$ cat config.mk
export PLATFORM = sky130hd
export DESIGN_NAME = position_window_swipe_classifier
export DESIGN_NICKNAME = d
export VERILOG_FILES = /design/src/rtl/pwsc_pkg.sv /design/src/rtl/pwsc_sequencer.sv /design/src/rtl/pwsc_datapath.sv /design/src/rtl/position_window_swipe_classifier.sv
export SDC_FILE = /design/constraint.sdc
export NUM_CORES = 1
export LEC_CHECK = 0
export ABC_CLOCK_PERIOD_IN_PS = 8450
export BUFFER_PORTS_ARGS = -buffer_cell sky130_fd_sc_hd__buf_2
export CORE_MARGIN = 2
export CORE_UTILIZATION = 61
export DETAILED_ROUTE_END_ITERATION = 16
export HOLD_SLACK_MARGIN = 0.12
export PLACE_DENSITY = 0.78
export RECOVER_POWER = 25
export SYNTH_ARGS = -nofsm -noshare
export SYNTH_HDL_FRONTEND = slang
export SYNTH_SLANG_ARGS = --single-unit
export TNS_END_PERCENT = 20
$ cat constraint.sdc
create_clock -name clk -period 8.45 [get_ports clk]
set_clock_uncertainty 0.15 [all_clocks]
set_input_delay 0.4225 -clock clk [delete_from_list [all_inputs] [get_ports clk]]
set_output_delay 0.4225 -clock clk [all_outputs]
set_load 0.03 [all_outputs]
$ cat src/rtl/pwsc_pkg.sv
package pwsc_pkg;

    localparam int MAX_WINDOW = 16;
    localparam int IDX_W      = $clog2(MAX_WINDOW);
    localparam int LEN_W      = IDX_W + 1;
    localparam int CNT_W      = IDX_W;
    localparam int SAMPLE_W   = 3;
    localparam int POS_W      = 4;
    localparam int RUN_W      = 4;
    localparam int TOL_W      = 10;
    localparam int CMD_W      = 2;
    localparam int SUM_W      = SAMPLE_W + CNT_W;
    localparam int TOLC_W     = TOL_W + CNT_W;
    localparam int D_W        = SUM_W + 2;
    localparam int Q_SHIFT    = 8;

    localparam int CFG_IDX_W  = 1;
    localparam int CFG_DATA_W = TOL_W;

    localparam logic [RUN_W-1:0] RUN_MAX   = RUN_W'(15);
    localparam logic [RUN_W-1:0] RUN_LIMIT = RUN_W'(3);

    localparam logic [LEN_W-1:0] LEN_MIN   = LEN_W'(2);
    localparam logic [LEN_W-1:0] LEN_MAX   = LEN_W'(MAX_WINDOW);
    localparam logic [LEN_W-1:0] LEN_RESET = LEN_W'(8);
    localparam logic [TOL_W-1:0] TOL_RESET = TOL_W'(64);

    // Register indexes on the configuration port
    localparam logic [CFG_IDX_W-1:0] REG_WINDOW_LENGTH = 1'b0;
    localparam logic [CFG_IDX_W-1:0] REG_TOLERANCE     = 1'b1;

    // Command codes
    localparam logic [CMD_W-1:0] CMD_NONE  = 2'd0;
    localparam logic [CMD_W-1:0] CMD_LEFT  = 2'd1;
    localparam logic [CMD_W-1:0] CMD_RIGHT = 2'd2;

    // Half-mean targets
    localparam logic [1:0] TGT_ZERO = 2'd0;
    localparam logic [1:0] TGT_ONE  = 2'd1;
    localparam logic [1:0] TGT_TWO  = 2'd2;

    // Datapath operations
    localparam int OP_W = 3;
    localparam logic [OP_W-1:0] OP_ACCEPT = 3'd0;
    localparam logic [OP_W-1:0] OP_INIT   = 3'd1;
    localparam logic [OP_W-1:0] OP_SCAN   = 3'd2;
    localparam logic [OP_W-1:0] OP_TAIL   = 3'd3;
    localparam logic [OP_W-1:0] OP_EVAL   = 3'd4;

    // Jump conditions
    localparam int COND_W = 3;
    localparam logic [COND_W-1:0] COND_ALWAYS   = 3'd0;
    localparam logic [COND_W-1:0] COND_IN_ACC   = 3'd1;
    localparam logic [COND_W-1:0] COND_SKIP     = 3'd2;
    localparam logic [COND_W-1:0] COND_LAST     = 3'd3;
    localparam logic [COND_W-1:0] COND_OUT_FREE = 3'd4;

    // Program steps
    localparam int STEP_W = 3;
    localparam logic [STEP_W-1:0] STEP_IDLE = 3'd0;
    localparam logic [STEP_W-1:0] STEP_INIT = 3'd1;
    localparam logic [STEP_W-1:0] STEP_SCAN = 3'd2;
    localparam logic [STEP_W-1:0] STEP_TAIL = 3'd3;
    localparam logic [STEP_W-1:0] STEP_EVAL = 3'd4;

    typedef struct packed {
        logic [OP_W-1:0]   op;
        logic [COND_W-1:0] cond;
        logic [STEP_W-1:0] nxt_true;
        logic [STEP_W-1:0] nxt_false;
    } ucode_t;

    typedef struct packed {
        logic [OP_W-1:0] op;
        logic            in_ready;
    } ctrl_t;

    typedef struct packed {
        logic in_acc;
        logic skip;
        logic last;
        logic out_free;
    } stat_t;

    // |s - t*c| * 256 < tol * c, with tc = tol * c already formed
    function automatic logic near_f(
        input logic [SUM_W-1:0]  s,
        input logic [CNT_W-1:0]  c,
        input logic [1:0]        t,
        input logic [TOLC_W-1:0] tc
    );
        logic [D_W-1:0]         tcnt;
        logic signed [D_W-1:0]  d;
        logic [D_W-1:0]         a;
        logic [D_W+Q_SHIFT-1:0] lhs;
        logic [D_W+Q_SHIFT-1:0] rhs;
        tcnt = D_W'(t) * D_W'(c);
        d    = $signed({2'b00, s}) - $signed(tcnt);
        a    = d[D_W-1] ? D_W'(-d) : D_W'(d);
        lhs  = {a, {Q_SHIFT{1'b0}}};
        rhs  = {{(D_W + Q_SHIFT - TOLC_W){1'b0}}, tc};
        return lhs < rhs;
    endfunction

endpackage

$ cat src/rtl/pwsc_sequencer.sv
module pwsc_sequencer (
    input  logic             clk,
    input  logic             rst_n,
    input  pwsc_pkg::stat_t  stat,
    output pwsc_pkg::ctrl_t  ctrl
);

    logic [pwsc_pkg::STEP_W-1:0] step_reg;
    logic [pwsc_pkg::STEP_W-1:0] step_next;
    pwsc_pkg::ucode_t            word;
    logic                        cond_true;

    // Control store: one word per step
    function automatic pwsc_pkg::ucode_t ucode_rom(input logic [pwsc_pkg::STEP_W-1:0] s);
        pwsc_pkg::ucode_t w;
        unique case (s)
            pwsc_pkg::STEP_IDLE: w = '{pwsc_pkg::OP_ACCEPT, pwsc_pkg::COND_IN_ACC,
                                       pwsc_pkg::STEP_INIT, pwsc_pkg::STEP_IDLE};
            pwsc_pkg::STEP_INIT: w = '{pwsc_pkg::OP_INIT, pwsc_pkg::COND_SKIP,
                                       pwsc_pkg::STEP_EVAL, pwsc_pkg::STEP_SCAN};
            pwsc_pkg::STEP_SCAN: w = '{pwsc_pkg::OP_SCAN, pwsc_pkg::COND_LAST,
                                       pwsc_pkg::STEP_TAIL, pwsc_pkg::STEP_SCAN};
            pwsc_pkg::STEP_TAIL: w = '{pwsc_pkg::OP_TAIL, pwsc_pkg::COND_ALWAYS,
                                       pwsc_pkg::STEP_EVAL, pwsc_pkg::STEP_EVAL};
            pwsc_pkg::STEP_EVAL: w = '{pwsc_pkg::OP_EVAL, pwsc_pkg::COND_OUT_FREE,
                                       pwsc_pkg::STEP_IDLE, pwsc_pkg::STEP_EVAL};
            default:             w = '{pwsc_pkg::OP_ACCEPT, pwsc_pkg::COND_ALWAYS,
                                       pwsc_pkg::STEP_IDLE, pwsc_pkg::STEP_IDLE};
        endcase
        return w;
    endfunction

    assign word = ucode_rom(step_reg);

    always_comb
    begin
        unique case (word.cond)
            pwsc_pkg::COND_ALWAYS:   cond_true = 1'b1;
            pwsc_pkg::COND_IN_ACC:   cond_true = stat.in_acc;
            pwsc_pkg::COND_SKIP:     cond_true = stat.skip;
            pwsc_pkg::COND_LAST:     cond_true = stat.last;
            pwsc_pkg::COND_OUT_FREE: cond_true = stat.out_free;
            default:                 cond_true = 1'b1;
        endcase
    end

    assign step_next     = cond_true ? word.nxt_true : word.nxt_false;
    assign ctrl.op       = word.op;
    assign ctrl.in_ready = (word.op == pwsc_pkg::OP_ACCEPT);

    always_ff @(posedge clk or negedge rst_n)
    begin
        if (!rst_n)
        begin
            step_reg <= pwsc_pkg::STEP_IDLE;
        end
        else
        begin
            step_reg <= step_next;
        end
    end

endmodule

$ cat src/rtl/pwsc_datapath.sv
module pwsc_datapath (
    input  logic                            clk,
    input  logic                            rst_n,
    input  pwsc_pkg::ctrl_t                 ctrl,
    output pwsc_pkg::stat_t                 stat,
    input  logic                            in_valid,
    input  logic signed [pwsc_pkg::POS_W-1:0] position,
    output logic                            out_valid,
    input  logic                            out_ready,
    output logic [pwsc_pkg::CMD_W-1:0]      command,
    input  logic                            cfg_we,
    input  logic [pwsc_pkg::CFG_IDX_W-1:0]  cfg_index,
    input  logic [pwsc_pkg::CFG_DATA_W-1:0] cfg_data
);

    // Newest sample at entry 0
    logic [pwsc_pkg::SAMPLE_W-1:0] win_reg [pwsc_pkg::MAX_WINDOW];

    logic [pwsc_pkg::LEN_W-1:0]    len_reg;
    logic [pwsc_pkg::TOL_W-1:0]    tol_reg;
    logic [pwsc_pkg::LEN_W-1:0]    fill_reg;
    logic [pwsc_pkg::LEN_W-1:0]    fill_next;
    logic [pwsc_pkg::RUN_W-1:0]    run_reg;
    logic [pwsc_pkg::RUN_W-1:0]    run_next;
    logic [pwsc_pkg::IDX_W-1:0]    j_reg;
    logic                          out_valid_reg;
    logic                          out_valid_next;
    logic [pwsc_pkg::CMD_W-1:0]    cmd_reg;

    logic [pwsc_pkg::CNT_W-1:0]    c0_reg;
    logic [pwsc_pkg::CNT_W-1:0]    c1_reg;
    logic [pwsc_pkg::TOLC_W-1:0]   tolc0_reg;
    logic [pwsc_pkg::TOLC_W-1:0]   tolc1_reg;
    logic [pwsc_pkg::SUM_W-1:0]    sum0_reg;
    logic [pwsc_pkg::SUM_W-1:0]    sum1_reg;
    logic [pwsc_pkg::SAMPLE_W-1:0] p_reg;
    logic [pwsc_pkg::SAMPLE_W-1:0] c_reg;

    logic                          in_acc;
    logic                          pos_neg;
    logic [pwsc_pkg::LEN_W-1:0]    len_wr;
    logic [pwsc_pkg::LEN_W-1:0]    n_m1;
    logic [pwsc_pkg::IDX_W-1:0]    rd_idx;
    logic [pwsc_pkg::SAMPLE_W-1:0] rd_val;
    logic [pwsc_pkg::SAMPLE_W-1:0] fix_val;
    logic [pwsc_pkg::CNT_W-1:0]    half;
    logic [pwsc_pkg::LEN_W-1:0]    rest;
    logic                          in_old_half;
    logic                          go_right;
    logic                          go_left;
    logic [pwsc_pkg::CMD_W-1:0]    cmd_new;

    assign in_acc  = in_valid && ctrl.in_ready;
    assign pos_neg = position[pwsc_pkg::POS_W-1];

    // Clamp a written window length into 2..MAX_WINDOW
    always_comb
    begin
        if (cfg_data[pwsc_pkg::LEN_W-1:0] < pwsc_pkg::LEN_MIN)
            len_wr = pwsc_pkg::LEN_MIN;
        else if (cfg_data[pwsc_pkg::LEN_W-1:0] > pwsc_pkg::LEN_MAX)
            len_wr = pwsc_pkg::LEN_MAX;
        else
            len_wr = cfg_data[pwsc_pkg::LEN_W-1:0];
    end

    assign n_m1   = fill_reg - pwsc_pkg::LEN_W'(1);
    assign rd_idx = pwsc_pkg::IDX_W'(n_m1 - pwsc_pkg::LEN_W'(j_reg));
    assign rd_val = win_reg[rd_idx];

    // A middle sample whose neighbours agree takes their value
    always_comb
    begin
        if (j_reg == pwsc_pkg::IDX_W'(1))
            fix_val = c_reg;
        else if (p_reg == rd_val)
            fix_val = p_reg;
        else
            fix_val = c_reg;
    end

    assign half        = fill_reg[pwsc_pkg::LEN_W-1:1];
    assign rest        = fill_reg - pwsc_pkg::LEN_W'(half);
    assign in_old_half = pwsc_pkg::LEN_W'(j_reg) <= pwsc_pkg::LEN_W'(c0_reg);

    assign go_right = pwsc_pkg::near_f(sum1_reg, c1_reg, pwsc_pkg::TGT_TWO, tolc1_reg)
                   && (pwsc_pkg::near_f(sum0_reg, c0_reg, pwsc_pkg::TGT_ZERO, tolc0_reg)
                    || pwsc_pkg::near_f(sum0_reg, c0_reg, pwsc_pkg::TGT_ONE, tolc0_reg));
    assign go_left  = pwsc_pkg::near_f(sum1_reg, c1_reg, pwsc_pkg::TGT_ZERO, tolc1_reg)
                   && (pwsc_pkg::near_f(sum0_reg, c0_reg, pwsc_pkg::TGT_ONE, tolc0_reg)
                    || pwsc_pkg::near_f(sum0_reg, c0_reg, pwsc_pkg::TGT_TWO, tolc0_reg));

    always_comb
    begin
        if (stat.skip)
            cmd_new = pwsc_pkg::CMD_NONE;
        else if (go_right)
            cmd_new = pwsc_pkg::CMD_RIGHT;
        else if (go_left)
            cmd_new = pwsc_pkg::CMD_LEFT;
        else
            cmd_new = pwsc_pkg::CMD_NONE;
    end

    assign stat.in_acc   = in_acc;
    assign stat.skip     = (fill_reg < pwsc_pkg::LEN_MIN) || (run_reg > pwsc_pkg::RUN_LIMIT);
    assign stat.last     = (pwsc_pkg::LEN_W'(j_reg) == n_m1);
    assign stat.out_free = !out_valid_reg || out_ready;

    // Sample and run counters: item entry, and trimming on a length write
    always_comb
    begin
        fill_next = fill_reg;
        run_next  = run_reg;
        if (cfg_we && (cfg_index == pwsc_pkg::REG_WINDOW_LENGTH))
        begin
            if (fill_reg > len_wr)
                fill_next = len_wr;
        end
        else if (in_acc)
        begin
            if (pos_neg)
            begin
                if (run_reg != pwsc_pkg::RUN_MAX)
                    run_next = run_reg + pwsc_pkg::RUN_W'(1);
            end
            else
            begin
                run_next  = '0;
                fill_next = (fill_reg < len_reg) ? fill_reg + pwsc_pkg::LEN_W'(1) : len_reg;
            end
        end
    end

    always_comb
    begin
        out_valid_next = out_valid_reg;
        if ((ctrl.op == pwsc_pkg::OP_EVAL) && stat.out_free)
            out_valid_next = 1'b1;
        else if (out_ready)
            out_valid_next = 1'b0;
    end

    always_ff @(posedge clk or negedge rst_n)
    begin
        if (!rst_n)
        begin
            len_reg       <= pwsc_pkg::LEN_RESET;
            tol_reg       <= pwsc_pkg::TOL_RESET;
            fill_reg      <= '0;
            run_reg       <= '0;
            j_reg         <= '0;
            out_valid_reg <= 1'b0;
        end
        else
        begin
            fill_reg      <= fill_next;
            run_reg       <= run_next;
            out_valid_reg <= out_valid_next;
            if (cfg_we)
            begin
                case (cfg_index)
                    pwsc_pkg::REG_WINDOW_LENGTH: len_reg <= len_wr;
                    pwsc_pkg::REG_TOLERANCE:     tol_reg <= cfg_data;
                    default: ;
                endcase
            end
            if (ctrl.op == pwsc_pkg::OP_INIT)
                j_reg <= '0;
            else if (ctrl.op == pwsc_pkg::OP_SCAN)
                j_reg <= j_reg + pwsc_pkg::IDX_W'(1);
        end
    end

    // Payload: window, half sums, scan pipeline, result
    always_ff @(posedge clk)
    begin
        if (in_acc && !pos_neg)
        begin
            for (int k = pwsc_pkg::MAX_WINDOW - 1; k > 0; k--)
                win_reg[k] <= win_reg[k-1];
            win_reg[0] <= position[pwsc_pkg::SAMPLE_W-1:0];
        end
        case (ctrl.op)
            pwsc_pkg::OP_INIT:
            begin
                c0_reg    <= half;
                c1_reg    <= pwsc_pkg::CNT_W'(rest);
                tolc0_reg <= pwsc_pkg::TOLC_W'(tol_reg) * pwsc_pkg::TOLC_W'(half);
                tolc1_reg <= pwsc_pkg::TOLC_W'(tol_reg) * pwsc_pkg::TOLC_W'(rest);
                sum0_reg  <= '0;
                sum1_reg  <= '0;
            end
            pwsc_pkg::OP_SCAN:
            begin
                // Hold the previous corrected sample and the current raw one
                c_reg <= rd_val;
                if (j_reg != '0)
                begin
                    p_reg <= fix_val;
                    if (in_old_half)
                        sum0_reg <= sum0_reg + pwsc_pkg::SUM_W'(fix_val);
                    else
                        sum1_reg <= sum1_reg + pwsc_pkg::SUM_W'(fix_val);
                end
            end
            pwsc_pkg::OP_TAIL:
            begin
                sum1_reg <= sum1_reg + pwsc_pkg::SUM_W'(c_reg);
            end
            pwsc_pkg::OP_EVAL:
            begin
                if (stat.out_free)
                    cmd_reg <= cmd_new;
            end
            default: ;
        endcase
    end

    assign out_valid = out_valid_reg;
    assign command   = cmd_reg;

endmodule

$ cat src/rtl/position_window_swipe_classifier.sv
// Channel   | Handshake           | Payload
// ----------+---------------------+---------------------------------------
// input     | in_valid, in_ready  | position (4 b, signed, negative = none)
// output    | out_valid, out_ready| command (2 b: 0 none, 1 left, 2 right)
// config    | cfg_we              | cfg_index (0 length, 1 tolerance), cfg_data
//
// An item passes through the accept, init, scan, tail and eval steps; the window
// scan reads one sample per cycle, and scan and tail are skipped when fewer than two
// samples are held or the invalid run is above three.
// Reset (rst_n low, asynchronous) empties the window, clears the invalid run and
// loads length 8 and tolerance 64; no clearing pass follows.
// The result sits in an output register: the next item is taken while it waits,
// and only the following result stalls until out_ready.
module position_window_swipe_classifier (
    input  logic                              clk,
    input  logic                              rst_n,
    input  logic                              in_valid,
    output logic                              in_ready,
    input  logic signed [pwsc_pkg::POS_W-1:0] position,
    output logic                              out_valid,
    input  logic                              out_ready,
    output logic [pwsc_pkg::CMD_W-1:0]        command,
    input  logic                              cfg_we,
    input  logic [pwsc_pkg::CFG_IDX_W-1:0]    cfg_index,
    input  logic [pwsc_pkg::CFG_DATA_W-1:0]   cfg_data
);

    pwsc_pkg::ctrl_t ctrl;
    pwsc_pkg::stat_t stat;

    pwsc_sequencer u_seq (
        .clk   (clk),
        .rst_n (rst_n),
        .stat  (stat),
        .ctrl  (ctrl)
    );

    pwsc_datapath u_dp (
        .clk       (clk),
        .rst_n     (rst_n),
        .ctrl      (ctrl),
        .stat      (stat),
        .in_valid  (in_valid),
        .position  (position),
        .out_valid (out_valid),
        .out_ready (out_ready),
        .command   (command),
        .cfg_we    (cfg_we),
        .cfg_index (cfg_index),
        .cfg_data  (cfg_data)
    );

    assign in_ready = ctrl.in_ready;

endmodule

# After elaboration in Yosys (flattened, before gate mapping)
# Memory sizes are Yosys's and may differ from the RTL's.
# Index checks and enable logic that the tools add are counted.
# word_totals
elab_cells,130
output_inout_bits,4
mem_count,1
ramBits,48
inputBits,20
regBits,90
# classes
order_cmp,12
bitwise,2
multipliers,2
muxes,31
eq_ne,22
n_addsub,15
reduce_logical,28
# memory_table
memory,words,word_bits,rd,rd_ports_with_merged_regs,wr,line,text
u_dp.win_reg,16,3,16,0,16,pwsc_datapath.sv:17,logic [pwsc_pkg::SAMPLE_W-1:0] win_reg [pwsc_pkg::MAX_WINDOW];
# op_table
op,n
12-bit case mux with 5 select lines,1
17-bit by 14-bit less-than comparator with 1-bit output,3
5-bit 2-to-1 mux,7
15-bit by 14-bit less-than comparator with 1-bit output,2
7-bit 2-to-1 mux,4
9-bit 2-to-1 mux,3
9-bit negation,3
7-bit by 3-bit adder with 7-bit output,3
7-bit case mux with 3 select lines,1
"3-bit by 2-bit == test with 1-bit output, second input constant",6
4-bit 2-to-1 mux,4
7-bit by 5-bit subtractor with 8-bit output,2
10-bit by 4-bit multiplier with 14-bit output,1
10-bit by 5-bit multiplier with 14-bit output,1
7-bit case mux with 2 select lines,1
3-bit AND reduction,4
"5-bit by 2-bit less-than comparator with 1-bit output, second input constant",2
"3-bit by 1-bit == test with 1-bit output, second input constant",3
"3-bit == test, second input constant",3
3-bit 2-to-1 mux,3
"4-bit by 1-bit adder with 4-bit output, second input constant",2
2-bit AND reduction,4
7-bit by 4-bit subtractor with 8-bit output,1
1-bit logical AND,6
26 further kinds,42

# Logic depth before layout (Yosys ltp)
# Gate-level depths: netlist of the first run.
# An unclocked memory read counts as a cell.
# logic_depth
word_depth,10
depth_mapped,24
ltp_nobuf,24

# Cells and area by module
# A second synthesis of the first run with hierarchy kept.
# hier_totals
cells_unflattened,949
area_unflattened_um2,10344.9
# modules_own_cells
mod,cells_each,instances,area_each_um2
pwsc_datapath,933,1,10178.5
pwsc_sequencer,16,1,166.4

# Worst setup path after synthesis of the first run
# No wires, ideal clock.
# synth_path
path_kind,register -> register
startpoint,register u_dp.fill_reg[2] (netlist name)
endpoint,"register u_dp.tolc1_reg[13] (netlist name), data pin"
synth_period_minus_slack_ns,5.979
n_path_buf,1
slack_ns,2.471
stages_incl_launch_ff,22
t_arrival_ns,5.569
required_ns,8.040
path_cell_list,dfrtp_1 clkbuf_1 inv_1 fa_1 a21oi_1 nor2_1 nor2_1 xnor2_1 nand2b_1 fa_1 fa_1 fa_1 inv_1 ha_1 a21oi_1 nor2b_1 o21a_1 o22a_1 and4_1 a2111oi_0 a21oi_1 xnor2_1
# synth_between
elab_chain_len,2
# synth_lines
item,line,text
start: declaration,pwsc_datapath.sv:21,logic [pwsc_pkg::LEN_W-1:0] fill_reg;
start signal: assignment,pwsc_datapath.sv:157,fill_reg <= fill_next;
5-bit by 4-bit subtractor with 5-bit output,pwsc_datapath.sv:83,assign rest = fill_reg - pwsc_pkg::LEN_W'(half);
10-bit by 5-bit multiplier with 14-bit output,pwsc_datapath.sv:190,tolc1_reg <= pwsc_pkg::TOLC_W'(tol_reg) * pwsc_pkg::TOLC_W'(rest);
end signal: assignment,pwsc_datapath.sv:190,
end: declaration,pwsc_datapath.sv:33,logic [pwsc_pkg::TOLC_W-1:0] tolc1_reg;
# Every way passes these cells.
# A chain may end at the register's enable or synchronous reset.

# Final worst setup path of the first run
# Same ends and word-level chain as after synthesis.

==> results of run 1 <==
what timing repair did:
| item | 4_1_cts | 5_1_grt |
|---|---|---|
| setup buffers | 0 | 0 |
| hold buffers | 13 | 0 |
| hold endpoints to repair | 42 | 0 |
per-layer routing:
| layer | part of all wire | vias to the layer above |
|---|---|---|
| met4 | 0.023 | 2 |
| li1 | - | 3485 |
| met1 | 0.46 | 3427 |
| met2 | 0.47 | 168 |
| met5 | 0.00038 | - |
| met3 | 0.050 | 39 |
cells in the mapped netlist (all sizes together) (16+ instances only):
cell,count
edfxtp,106
a21oi,44
nor2,58
nand2b,16
and2,47
ha,121
mux2,16
inv,108
nand2,82
nor2b,25
xor2,26
xnor2,36
o21ai,44
dfrtp,30
fa,46
a21o,16
clkbuf,20
placed cells by master, fill, tap and decap left out, types with 5 or more instances in the layout:
master and n:
o21bai_1 9, mux2i_1 5, nand4_1 5, nand3_1 12, inv_8 6, nor2_1 56
dfrtp_1 30, nand2b_1 16, nand2_1 82, edfxtp_1 106, buf_2 16, a21oi_1 44
ha_1 121, or3_1 5, xnor2_1 36, clkbuf_1 7, dlygate4sd3_1 13, fa_1 46
o21ai_0 42, mux4_2 12, nor3_1 9, a31oi_1 8, inv_1 108, o21a_1 10
nor2b_1 25, xor2_1 26, clkbuf_16 17, and3_1 12, a21o_1 16, mux2_2 14
and2_1 46
logic make-up after synthesis:
logic type / count (synthesis)
XOR/XNOR: 62
AO/OA/AOI/OAI: 166
flip-flops: 138
buffers and inverters: 132
adder cells (fa/ha/maj): 167
multiplexers: 33
AND/OR/NAND/NOR: 284
through the flow:
step,hold slack [ns],std cells,worst slack [ns],util
global route,0.158,1249,1.31,0.690
finish,0.156,1249,1.78,0.690
detailed placement,0.279,1204,1.84,0.647
CTS,0.137,1249,1.81,0.691
global placement,0.275,1204,2.15,0.647
floorplan,-0.0231,982,2.47,-
worst reg2reg max path, delay by kind of cell (launching register included):
| kind | cells | cell delay (ns) |
|---|---|---|
| AO/OA/AOI/OAI | 6 | 1.49 |
| XOR/XNOR | 2 | 0.75 |
| adder cells (fa/ha/maj) | 5 | 2.21 |
| buffers and inverters | 3 | 0.39 |
| flip-flops | 1 | 0.76 |
| AND/OR/NAND/NOR | 5 | 0.69 |
path summary, 6_finish.rpt:
path	end	cells past startpoint	from
max	u_dp.tolc1_reg[13]	21	u_dp.fill_reg[2]
min	u_dp.len_reg[3]	3	cfg_data[3]
max reg2reg	u_dp.tolc1_reg[13]	21	u_dp.fill_reg[2]
min reg2reg	u_dp.win_reg[4][2]	0	u_dp.win_reg[3][2]
max in group asynchronous	u_dp.j_reg[3]	2	rst_n
min in group asynchronous	u_dp.j_reg[0]	2	rst_n
final cells by class:
type,instances,area [um^2]
Inverter,109,409
Sequential cell,138,3990
Clock inverter,15,169
Clock buffer,17,425
Fill cell,1203,5150
Tap cell,220,275
Timing Repair Buffer,38,251
Multi-Input combinational cell,712,5970
==> flow_metrics.py, run 1 <==
metrics = {
    "run_status": {
        "outcome": "finished with violations",
        "violations": "max-capacitance violations, max-slew violations",
    },
    "global_routing": {
        "grt_max_degree": 49,
        "antenna_found_initial": 1,
        "track_usage": 0.252,
        "use_met1": 0.336,
        "first_global_vias": 7281,
        "grt_pass1_wl_mm": 35.4,
        "met3_usage": 0.0631,
        "use_met2": 0.403,
        "grt_busiest_layer": "met2",
        "grt.overflow.total": 0,
    },
    "yosys": {
        "synthFlopType": "edfxtp_1",
        "syn_area_per_cell_um2": 10.6,
        "synthTopCellsByArea": "edfxtp_1 30%, ha_1 14%, fa_1 8.8%",
        "synth_compound_area_frac": 0.102,
        "synthXorXnorAreaFrac": 0.0520,
        "synthesis.area_um2": 10400,
        "yosysTopAreaCell": "edfxtp_1",
        "ys_types": 60,
        "ys_seq_area_frac": 0.382,
        "synth_edf_count": 106,
        "ys_ff_latch": 138,
        "synthesis.nets": 1169,
        "synth-simple-area-share": 0.136,
        "synth_top_family_by_area": "adder cells",
        "syn_inst": 982,
        "synth.yosys.warnings": 0,
        "synthArstFlopShare": 0.232,
        "yosys.area_share.adder": 0.233,
        "synth_top_area_share": 0.305,
        "synthMuxAreaShare": 0.0479,
    },
    "worst_setup_path": {
        "crit_slowest_cell": "dfrtp_1",
        "cp-end-kind": "flop",
        "crit_required_ns": 8.48,
        "crit_buf_inv": 3,
        "worstPathCellList": "inv_1 > ha_1 > inv_1 > a21oi_1 > nor2_1 > nor2_1 > xnor2_1 > nand2b_1 > fa_1 > fa_1 > fa_1 > inv_1 > ha_1 > a21oi_1 > nor2b_1 > o21a_1 > o22a_1 > and4_1 > a2111oi_0 > a21oi_1 > xnor2_1",
        "path_class": "flop to flop",
        "worst-r2r-setup-slack_ns": 1.78,
        "crit_family": "adder cells",
        "critPathMaxFanout": 20,
        "critical_path.startpoint_type": "flop",
        "cpPeakStageDelay_ns": 0.76,
        "cp.arrival_ns": 6.70,
    },
    "clocking": {
        "cts-resized-gates": 0,
        "clockRootBuffer": "clkbuf_16",
        "htree_num_levels": 4,
        "clock_path_buffers": 2,
        "clk_pin_slew_worst_paths_ns": 0.06,
        "cts_sinks": 138,
        "cts_tree": "done",
        "clk_latency_ns": 0.44,
        "numCtsBuffers": 17,
    },
    "routing": {
        "drtIter0Drc": 417,
        "vias_per_cell": 5.70,
        "wirelength_mm": 20.9,
        "antenna_left": 0,
        "firstDrtPassIters": 5,
        "vias": 7121,
        "drc": 0,
        "wl_per_cell_um": 16.7,
    },
    "sta": {
        "layout_min_cycle_time_ns": 6.67,
        "final-setup-viol-count": 0,
        "hold_viol": 0,
        "slew_headroom": -0.145,
        "worst_pin_slew_ns": 1.72,
        "tns_ns": 0,
        "fmax_mhz": 150,
        "grt_setup_unrepaired": "no",
        "period_share": 0.789,
        "slew_viol_final": 33,
    },
    "floorplan": {
        "die_x_um": 135,
        "fp.dieH_um": 135,
        "num_rows": 47,
        "initial_core_util": 0.627,
        "core_um2": 16600,
        "dieArea_um2": 18200,
        "ios": 24,
    },
    "cells_and_area": {
        "diodes": 0,
        "drive_above_1_share": 0.0816,
        "areaGrowthSynthToFinish_pct": 10.0,
        "final_cell_area_um2": 11500,
        "largest_reg_flops": 48,
        "layout.nets": 1203,
    },
    "placed_design": {
        "gp_congestion": 0.858,
        "port-buffer-count": 23,
        "dp_hpwl_mm": 15.2,
        "placedInstanceArea_um2": 10800,
    },
    "worst_hold_path": {
        "hold_path_class": "input port to flop",
    },
    "job": {
        "maxCapViolations": 1,
    },
}
Power of run 1 is not shown: default switching activity piles up to over one toggle a cycle in this logic, so the estimate is an artifact.
==> run 2, diff against run 1 <==
Settings changed: ABC_CLOCK_PERIOD_IN_PS 8450 to 5700, CORE_UTILIZATION 61 to 58.
Clock period 8.45 ns to 5.7 ns, I/O delays scaled along.
==> flow_metrics.py, run 2 (synthesized netlist as in run 1, its figures left out) <==
metrics = {
    "sta": {
        "slew_viol_final": 33,
        "period_share": 0.950,
        "tns_ns": 0,
        "worst_pin_slew_ns": 1.72,
        "slew_headroom": -0.149,
        "hold_viol": 0,
        "grt_setup_unrepaired": "no",
        "final-setup-viol-count": 0,
        "fin_ws_ns": 0.282,
        "layout_min_cycle_time_ns": 5.42,
        "fmax_mhz": 185,
    },
    "cells_and_area": {
        "fillers": 1304,
        "diodes": 0,
        "final_cell_mix": "119 x ha_1, 108 x inv_1, 106 x edfxtp_1, 82 x nand2_1, 56 x nor2_1",
        "layout_commonest_cell": "ha_1",
        "largest_reg_flops": 48,
        "final_cell_area_um2": 11700,
        "multi_input_comb_area_um2": 6030,
        "drive_above_1_share": 0.107,
        "areaGrowthSynthToFinish_pct": 12.3,
        "regArea_um2": 3990,
        "instances_no_fill": 1278,
        "layout.nets": 1223,
    },
    "placed_design": {
        "dp.cells": 1227,
        "dp_slack_ns": 0.0209,
        "port-buffer-count": 23,
        "placedInstanceArea_um2": 10900,
        "gp_congestion": 0.834,
        "dp_hpwl_mm": 15.4,
    },
    "run_status": {
        "violations": "max-capacitance violations, max-slew violations",
        "outcome": "finished with violations",
    },
    "clocking": {
        "cts_sinks": 138,
        "clockRootBuffer": "clkbuf_16",
        "numCtsBuffers": 17,
        "clk_latency_ns": 0.43,
        "clock_path_buffers": 2,
        "htree_num_levels": 4,
        "cts_tree": "done",
        "clk_pin_slew_worst_paths_ns": 0.07,
    },
    "routing": {
        "firstDrtPassIters": 5,
        "wirelength_mm": 21.7,
        "wl_met2_mm": 10.4,
        "vias_per_cell": 5.70,
        "wl_met1_mm": 9.62,
        "vias": 7287,
        "drc": 0,
        "antenna_left": 0,
        "top_layer_used": "met4",
        "wl_met3_mm": 1.04,
        "drtIter0Drc": 391,
        "wl_per_cell_um": 16.9,
    },
    "floorplan": {
        "dieArea_um2": 19100,
        "ios": 24,
        "num_rows": 49,
        "fp.dieH_um": 138,
        "core_um2": 17800,
        "die_x_um": 138,
        "initial_core_util": 0.585,
    },
    "global_routing": {
        "first_global_vias": 7348,
        "grt_max_degree": 49,
        "track_usage": 0.236,
        "antenna_found_initial": 0,
        "grt_pass1_wl_mm": 36.5,
        "grt.overflow.total": 0,
    },
    "worst_setup_path": {
        "critical_path.startpoint_type": "flop",
        "crit_required_ns": 5.72,
        "worst-r2r-setup-slack_ns": 0.28,
        "critPathMaxFanout": 18,
        "path_class": "flop to flop",
        "cp.arrival_ns": 5.44,
        "cp-end-kind": "flop",
    },
    "job": {
        "maxCapViolations": 1,
    },
    "worst_hold_path": {
        "hold_path_class": "input port to flop",
    },
}
[run 2: changes by cell type in the layout (fill, tap and decap cells not counted), sizes merged]
| cell | before | now |
|---|---|---|
| inv | 118 | 117 |
| dlygate4sd3 | 13 | 17 |
| clkbuf | 24 | 21 |
| buf | 18 | 37 |
| clkinv | 3 | 5 |
| clkinvlp | 2 | 1 |
[run 2: metal layers]
metal	up-vias	track usage
met5	-	0
met4	0	0.0854
met3	40	0.0436
met2	185	0.397
met1	3537	0.310
li1	3525	-
[run 2: final timing paths]
kind	start	to	depth (start not counted)
max	u_dp.fill_reg[2]	u_dp.sum0_reg[6]	18
min	in_valid	u_dp.run_reg[2]	4
max reg2reg	u_dp.fill_reg[2]	u_dp.sum0_reg[6]	18
min reg2reg	u_dp.win_reg[10][2]	u_dp.win_reg[11][2]	0
max in group asynchronous	rst_n	u_dp.fill_reg[1]	2
min in group asynchronous	rst_n	u_dp.tol_reg[0]	2
[run 2: layout make-up]
class,count,area share
Multi-Input combinational cell,712,0.514
Sequential cell,138,0.340
Clock buffer,17,0.0363
Inverter,109,0.0349
Timing Repair Buffer,58,0.0348
Tap cell,229,0.0244
Clock inverter,15,0.0151
[run 2: per-stage QoR]
stage,hold slack [ns],util
floorplan,-0.161,-
global placement,0.222,0.611
detailed placement,0.228,0.611
CTS,0.184,0.655
global route,0.218,0.657
finish,0.186,0.657
[run 2: worst max-delay path, cell delays in order, from the launching register on]
cell,delay [ns]
dfrtp_1,0.37
clkbuf_1,0.73
xor2_1,0.19
ha_1,0.41
o21ai_1,0.14
a21oi_1,0.29
o21ai_1,0.10
and3_1,0.21
or4b_4,0.53
a211oi_4,0.41
a21boi_0,0.16
a31o_1,0.25
ha_1,0.24
fa_1,0.43
a21oi_1,0.17
nor2b_1,0.08
nand3_1,0.10
xor2_1,0.15
nor2_1,0.05
[run 2: what timing repair did]
| item | CTS | global route |
|---|---|---|
| pin swaps | 0 | 4 |
| hold buffers | 17 | 0 |
| buffers inserted | 0 | 2 |
| gates resized for setup | 2 | 7 |
| endpoints found under the setup margin | 1 | 3 |
| endpoints found under the hold margin | 49 | 0 |
Power of run 2 is left out for the same reason.
